### src/rtl/lphs_pkg.sv
`default_nettype none
package lphs_pkg;

    localparam int KEY_W    = 64;
    localparam int PAY_W    = 32;
    localparam int STATUS_W = 2;
    localparam int COUNT_W  = 11;

    typedef enum logic [1:0] {
        REQ_FIND   = 2'd0,
        REQ_INSERT = 2'd1,
        REQ_REMOVE = 2'd2,
        REQ_CLEAR  = 2'd3
    } t_req;

    typedef enum logic [1:0] {
        ST_OK        = 2'd0,
        ST_NOT_FOUND = 2'd1,
        ST_DUP       = 2'd2,
        ST_FULL      = 2'd3
    } t_status;

    // slot marks; the fourth code is never written and reads as a tombstone
    localparam logic [1:0] MARK_EMPTY = 2'd0;
    localparam logic [1:0] MARK_USED  = 2'd1;
    localparam logic [1:0] MARK_DEAD  = 2'd2;

    // hash select codes
    localparam logic [1:0] HS_IDENT  = 2'd0;
    localparam logic [1:0] HS_FIB    = 2'd1;
    localparam logic [1:0] HS_MURMUR = 2'd2;
    localparam logic [1:0] HS_FNV    = 2'd3;
    localparam logic [1:0] HS_RESET  = HS_MURMUR;

    localparam logic [63:0] C_FIB      = 64'd11400714819323198485;
    localparam logic [63:0] C_MUR1     = 64'hff51afd7ed558ccd;
    localparam logic [63:0] C_MUR2     = 64'hc4ceb9fe1a85ec53;
    localparam logic [63:0] C_FNV_OFF  = 64'hcbf29ce484222325;
    localparam logic [63:0] C_FNV_PRM  = 64'h00000100000001b3;
    localparam int          MUR_SHIFT  = 33;

    typedef enum logic [3:0] {
        H_IDLE,
        H_XS,
        H_FNVX,
        H_MUL,
        H_MOD,
        H_DONE,
        H_FOLD,
        H_RCP,
        H_QM,
        H_FIX
    } t_hash_state;

    typedef enum logic [2:0] {
        S_CLEAR,
        S_IDLE,
        S_HASH,
        S_READ,
        S_EVAL,
        S_DONE
    } t_state;

endpackage
`default_nettype wire

### src/rtl/lphs_hash.sv
`default_nettype none
// Sequenced hash: one shared 32x32 multiplier, xor-shift and byte steps,
// then a reduction of the hash to a slot index.
module lphs_hash import lphs_pkg::*; #(
    parameter int TABLE_SIZE = 1024,
    parameter int AW         = 10
) (
    input  wire logic          i_clk,
    input  wire logic          i_rst_n,
    input  wire logic          i_start,
    input  wire logic [1:0]    i_sel,
    input  wire logic [63:0]   i_key,
    output logic               o_done,
    output logic [AW-1:0]      o_index
);
    localparam bit IS_POW2 = (TABLE_SIZE & (TABLE_SIZE - 1)) == 0;
    // 2^32 mod TABLE_SIZE, and floor(2^32 / TABLE_SIZE)
    localparam logic [63:0] C_FOLD  = (64'd1 << 32) % 64'(TABLE_SIZE);
    localparam logic [63:0] C_RECIP = (64'd1 << 32) / 64'(TABLE_SIZE);

    t_hash_state  r_state, n_state;
    logic [1:0]   r_sel, n_sel;
    logic [63:0]  r_v, n_v;
    logic [63:0]  r_k, n_k;
    logic [63:0]  r_b, n_b;
    logic [63:0]  r_acc, n_acc;
    logic [63:0]  r_prod;
    logic [1:0]   r_mph, n_mph;
    logic [1:0]   r_step, n_step;
    logic [5:0]   r_cnt, n_cnt;
    logic [AW-1:0] r_rem, n_rem;

    logic [31:0]  mul_a, mul_b;

    // partial products: lo*lo, lo*hi, hi*lo (low 64 bits of the product only)
    always_comb begin
        case (r_mph)
            2'd0: begin
                mul_a = r_v[31:0];
                mul_b = r_b[31:0];
            end
            2'd1: begin
                mul_a = r_v[31:0];
                mul_b = r_b[63:32];
            end
            default: begin
                mul_a = r_v[63:32];
                mul_b = r_b[31:0];
            end
        endcase
    end

    always_ff @(posedge i_clk) begin
        r_prod <= 64'(mul_a) * 64'(mul_b);
    end

    always_comb begin
        n_state = r_state;
        n_sel   = r_sel;
        n_v     = r_v;
        n_k     = r_k;
        n_b     = r_b;
        n_acc   = r_acc;
        n_mph   = r_mph;
        n_step  = r_step;
        n_cnt   = r_cnt;
        n_rem   = r_rem;
        o_done  = 1'b0;
        case (r_state)
            H_IDLE: begin
                if (i_start) begin
                    n_sel  = i_sel;
                    n_k    = i_key;
                    n_v    = i_key;
                    n_step = 2'd0;
                    n_cnt  = 6'd0;
                    n_mph  = 2'd0;
                    n_rem  = '0;
                    case (i_sel)
                        HS_IDENT: n_state = H_MOD;
                        HS_FIB: begin
                            n_b     = C_FIB;
                            n_state = H_MUL;
                        end
                        HS_MURMUR: n_state = H_XS;
                        default: begin
                            n_v     = C_FNV_OFF;
                            n_state = H_FNVX;
                        end
                    endcase
                end
            end
            H_XS: begin
                n_v    = r_v ^ (r_v >> MUR_SHIFT);
                n_step = r_step + 2'd1;
                if (r_step == 2'd2) begin
                    n_state = H_MOD;
                end else begin
                    n_b     = (r_step == 2'd0) ? C_MUR1 : C_MUR2;
                    n_state = H_MUL;
                end
            end
            H_FNVX: begin
                n_v     = r_v ^ {56'd0, r_k[7:0]};
                n_k     = r_k >> 8;
                n_b     = C_FNV_PRM;
                n_state = H_MUL;
            end
            H_MUL: begin
                n_mph = r_mph + 2'd1;
                case (r_mph)
                    2'd0: n_acc = r_acc;
                    2'd1: n_acc = r_prod;
                    2'd2: n_acc = r_acc + {r_prod[31:0], 32'd0};
                    default: begin
                        n_v   = r_acc + {r_prod[31:0], 32'd0};
                        n_mph = 2'd0;
                        case (r_sel)
                            HS_MURMUR: n_state = H_XS;
                            HS_FNV: begin
                                n_cnt = r_cnt + 6'd1;
                                if (r_cnt == 6'd7) begin
                                    n_cnt   = 6'd0;
                                    n_state = H_MOD;
                                end else begin
                                    n_state = H_FNVX;
                                end
                            end
                            default: n_state = H_MOD;
                        endcase
                    end
                endcase
            end
            H_MOD: begin
                n_step = 2'd0;
                if (IS_POW2) begin
                    n_rem   = r_v[AW-1:0];
                    n_state = H_DONE;
                end else if (r_v[63:32] != 32'd0) begin
                    // fold the top word back in: 2^32 is congruent to C_FOLD
                    n_b     = C_FOLD;
                    n_mph   = 2'd2;
                    n_state = H_FOLD;
                end else begin
                    n_b     = C_RECIP;
                    n_mph   = 2'd0;
                    n_state = H_RCP;
                end
            end
            H_FOLD: begin
                n_step = r_step + 2'd1;
                if (r_step == 2'd1) begin
                    n_v     = r_prod + {32'd0, r_v[31:0]};
                    n_state = H_MOD;
                end
            end
            H_RCP: begin
                // quotient estimate, low by at most one
                n_step = r_step + 2'd1;
                if (r_step == 2'd1) begin
                    n_k     = r_v;
                    n_v     = {32'd0, r_prod[63:32]};
                    n_b     = 64'(TABLE_SIZE);
                    n_step  = 2'd0;
                    n_state = H_QM;
                end
            end
            H_QM: begin
                n_step = r_step + 2'd1;
                if (r_step == 2'd1) begin
                    n_v     = {32'd0, r_k[31:0] - r_prod[31:0]};
                    n_state = H_FIX;
                end
            end
            H_FIX: begin
                n_rem   = (r_v >= 64'(TABLE_SIZE)) ? AW'(r_v - 64'(TABLE_SIZE)) : AW'(r_v);
                n_state = H_DONE;
            end
            H_DONE: begin
                o_done  = 1'b1;
                n_state = H_IDLE;
            end
            default: n_state = H_IDLE;
        endcase
    end

    always_ff @(posedge i_clk) begin
        if (!i_rst_n) begin
            r_state <= H_IDLE;
        end else begin
            r_state <= n_state;
        end
        r_sel  <= n_sel;
        r_v    <= n_v;
        r_k    <= n_k;
        r_b    <= n_b;
        r_acc  <= n_acc;
        r_mph  <= n_mph;
        r_step <= n_step;
        r_cnt  <= n_cnt;
        r_rem  <= n_rem;
    end

    assign o_index = r_rem;

endmodule
`default_nettype wire

### config.mk
export PLATFORM = sky130hd
export DESIGN_NAME = lphs_hash
export DESIGN_NICKNAME = d
export VERILOG_FILES = /design/src/rtl/lphs_pkg.sv /design/src/rtl/lphs_hash.sv
export SDC_FILE = /design/constraint.sdc
export NUM_CORES = 2
export LEC_CHECK = 0
export ABC_AREA = 0
export BUFFER_PORTS_ARGS = -buffer_cell sky130_fd_sc_hd__buf_2
export CAP_MARGIN = 0
export CORE_MARGIN = 4
export CORE_UTILIZATION = 70
export DETAILED_ROUTE_END_ITERATION = 10
export GPL_TIMING_DRIVEN = 0
export PLACE_DENSITY = 0.84
export REMOVE_ABC_BUFFERS = 1
export SETUP_SLACK_MARGIN = 0.05
export SLEW_MARGIN = 40
export SYNTH_ARGS = -nofsm -noshare
export SYNTH_HDL_FRONTEND = slang
export SYNTH_SLANG_ARGS = --single-unit
### constraint.sdc
create_clock -name i_clk -period 18.35 [get_ports i_clk]
set_clock_uncertainty 0.1 [all_clocks]
set_input_delay 0.9175 -clock i_clk [delete_from_list [all_inputs] [get_ports i_clk]]
set_output_delay 0.9175 -clock i_clk [all_outputs]
set_load 0.03 [all_outputs]
==> run_results.csv <==
group,metric,value,unit
run_status,status,"finished, final reports clean",
grt,first_global_vias,43620,
yosys,synthCells,5544,
placed_design,dp.final_hpwl,140000,um
drt,vias,42630,
yosys,yosysWarnings,0,
yosys,synth_area,0.05031,mm^2
setup_path,r2r_cells,32,
cts,cts_tree,"done",
yosys,yosysSeqAreaShare,16.25,%
die,ios,80,
yosys,synth_edf_count,227,
setup_path,crit_required,18770,ps
setup_path,cp-end-kind,"flip-flop",
cts,clockRootBuffer,"clkbuf_16",
timing,rsz0062_at_grt,"false",
yosys,synthFlopType,"edfxtp_1",
setup_path,crit_start,"r_mph[1]",
setup_path,reg2reg_slack,7510,ps
cts,numClockSinks,295,
drt,wire_per_inst,26.34,um
cts,post_cts_buffers,0,
setup_path,path_class,"reg2reg",
flow_run,cap_violations,0,
die,initial_utilization,70.50,%
yosys,avgSynthCellArea,9.075,um^2
timing,setup_violations,0,
setup_path,crit-reg2reg-launch,"r_mph[1]",
timing,fin_hold_ws,433.3,ps
setup_path,crit_path_start_kind,"flip-flop",
die,core_region_area,0.07136,mm^2
final_layout,layout-drive-gt1-share,6.866,%
yosys,synth-seq-cells,295,
placed_design,portBuffers,79,
timing,finalCritPeriodShare,59.08,%
timing,tightest_slew,891.6,ps
setup_path,cp_max_fo,28,
cts,cts_resized,0,
placed_design,place.gp.congestion,1.068,
die,die_w,276.1,um
setup_path,endpoint,"r_prod[61]",
drt,drtIter0Drc,6051,
final_layout,finalNetCount,6808,
timing,report.final.hold_viol_count,0,
grt,grt_max_degree,51,
final_layout,syn_to_final_growth,6.531,%
drt,dr.pass1.iters,10,
setup_path,cpPeakStageDelay,700,ps
die,die_h,276.1,um
cts,cts_buffers,27,
setup_path,crit_slowest_cell,"fa_1",
cts,clock_latency,590,ps
timing,max-slew-margin-rel,40.56,%
cts,path_clk_slew,80,ps
setup_path,r2r-end,"r_prod[61]",
yosys,async_flop_share,0,%
drt,antenna_left,0,
die,rows,98,
timing,tns,0,ps
setup_path,worstPathArrival,11260,ps
worst_hold_path,hold_path_class,"reg2reg",
placed_design,dpl_cell_area,0.05272,mm^2
die,die-area,0.07623,mm^2
timing,post-route-min-period,10840,ps
grt,overflow,0,
yosys,synth_cell_types,79,
grt,antenna_found_initial,6,
timing,final_max_slew_viol_count,0,
cts,htreeDepth,1,
drt,remaining_drc_errors,0,
cts,cts_buffer_depth,3,
final_layout,design_area,0.05360,mm^2
setup_path,cp_common_cell,"fa_1",
yosys,synth_largest_area_cell,"fa_1",
timing,max_freq,0.09224,GHz
grt,grt_pass1_wl,257900,um
yosys,ys_top_cells_by_area,"fa_1 34%, edfxtp_1 14%, ha_1 10%",
cts,cts_hold_buffers,0,
yosys,synth_top_area_share,34.34,%
grt,grt_usage,44.33,%
drt,vias_per_cell,6.616,
drt,routed_wl,169700,um
-- critical path: cells and delay by family (launching register included) --
kind                     cells  cell delay (ps)
multiplexers                 1              480
XOR/XNOR                     1              140
AND/OR/NAND/NOR              3              800
flip-flops                   1              440
adder cells (fa/ha/maj)     10             5140
buffers and inverters        9             1310
AO/OA/AOI/OAI                8             2310
-- sequential cells by signal, summed over array words and instances, names as in the netlist --
register  cells
r_prod       64
o_index      10
r_state       4
r_acc        64
r_b          13
r_step        2
r_v          64
r_sel         2
r_k          64
r_cnt         6
r_mph         2
-- layer usage --
layer | wire length, um | global-route usage [%] | share of wire, %
met5 | 33 | 0 | 0.019
met4 | 13550 | 25.71 | 8.0
met3 | 27770 | 17.58 | 16
met2 | 70620 | 63.65 | 42
met1 | 57770 | 57.41 | 34
-- synthesized netlist by cell type (25+ instances only) --
cell / count
a21o_1: 83
a21oi_1: 205
a22oi_1: 72
a31oi_1: 37
and2_1: 31
clkbuf_1: 226
dfxtp_1: 68
edfxtp_1: 227
fa_1: 863
ha_1: 406
inv_1: 1011
mux2_2: 57
mux2i_1: 46
nand2_1: 687
nand2b_1: 30
nand3_1: 68
nand4_1: 38
nor2_1: 618
nor2b_1: 25
nor3_1: 32
o21a_1: 27
o21ai_0: 123
o21bai_1: 30
xnor2_1: 136
xor2_1: 96
-- worst min-delay path by stage --
stage | from | endpoint | slack (ps) | depth (start not counted)
detailed placement | r_k[63] | r_k[55] | 430 | 2
finish | r_k[57] | r_k[49] | 430 | 2
CTS | r_k[57] | r_k[49] | 430 | 2
floorplan | r_k[32] | r_k[24] | 410 | 2
global route | r_k[57] | r_k[49] | 460 | 2
global placement | r_k[41] | r_k[33] | 410 | 2
-- cells by family after synthesis --
group | Yosys count | synth area share, %
adder cells (fa/ha/maj) | 1269 | 44.44
flip-flops | 295 | 16.25
multiplexers | 103 | 2.191
buffers and inverters | 1265 | 9.480
XOR/XNOR | 232 | 4.039
AND/OR/NAND/NOR | 1593 | 13.16
AO/OA/AOI/OAI | 787 | 10.44
-- cell type report --
class / instances / area, um^2
multi-input combinational: 3984 / 38120
clock buffer: 34 / 711.9
timing repair buffer: 151 / 1453
sequential: 295 / 8180
inverter: 1011 / 3797
fill: 5020 / 17770
clock inverter: 16 / 135.1
tap: 950 / 1189
antenna: 3 / 7.507
-- cells in the final DEF, fill, tap and decap left out, types with 33 or more instances in the layout --
| cell | Yosys | layout |
|---|---|---|
| inv_1 | 1011 | 1008 |
| nand4_1 | 38 | 38 |
| o21ai_0 | 123 | 120 |
| a21o_1 | 83 | 83 |
| a21oi_1 | 205 | 196 |
| buf_2 | 6 | 86 |
| fa_1 | 863 | 863 |
| mux2i_4 | 0 | 33 |
| edfxtp_1 | 227 | 227 |
| buf_8 | 0 | 34 |
| ha_1 | 406 | 402 |
| a22oi_1 | 72 | 72 |
| xnor2_1 | 136 | 136 |
| xor2_1 | 96 | 96 |
| a31oi_1 | 37 | 37 |
| nand3_1 | 68 | 68 |
| nor2_1 | 618 | 608 |
| dfxtp_1 | 68 | 66 |
| nand2_1 | 687 | 678 |
| mux2_2 | 57 | 57 |
-- through the flow --
step | util [%] | setup slack (ps) | std cells
floorplan | - | 6837 | 5290
global placement | 71.35 | 62.89 | 6319
detailed placement | 73.88 | 7533 | 6391
CTS | 75.07 | 7487 | 6441
global route | 75.09 | 7222 | 6441
finish | 75.10 | 7509 | 6444
Power is not shown: default switching activity piles up to over one toggle a cycle in this logic, so the estimate is an artifact.
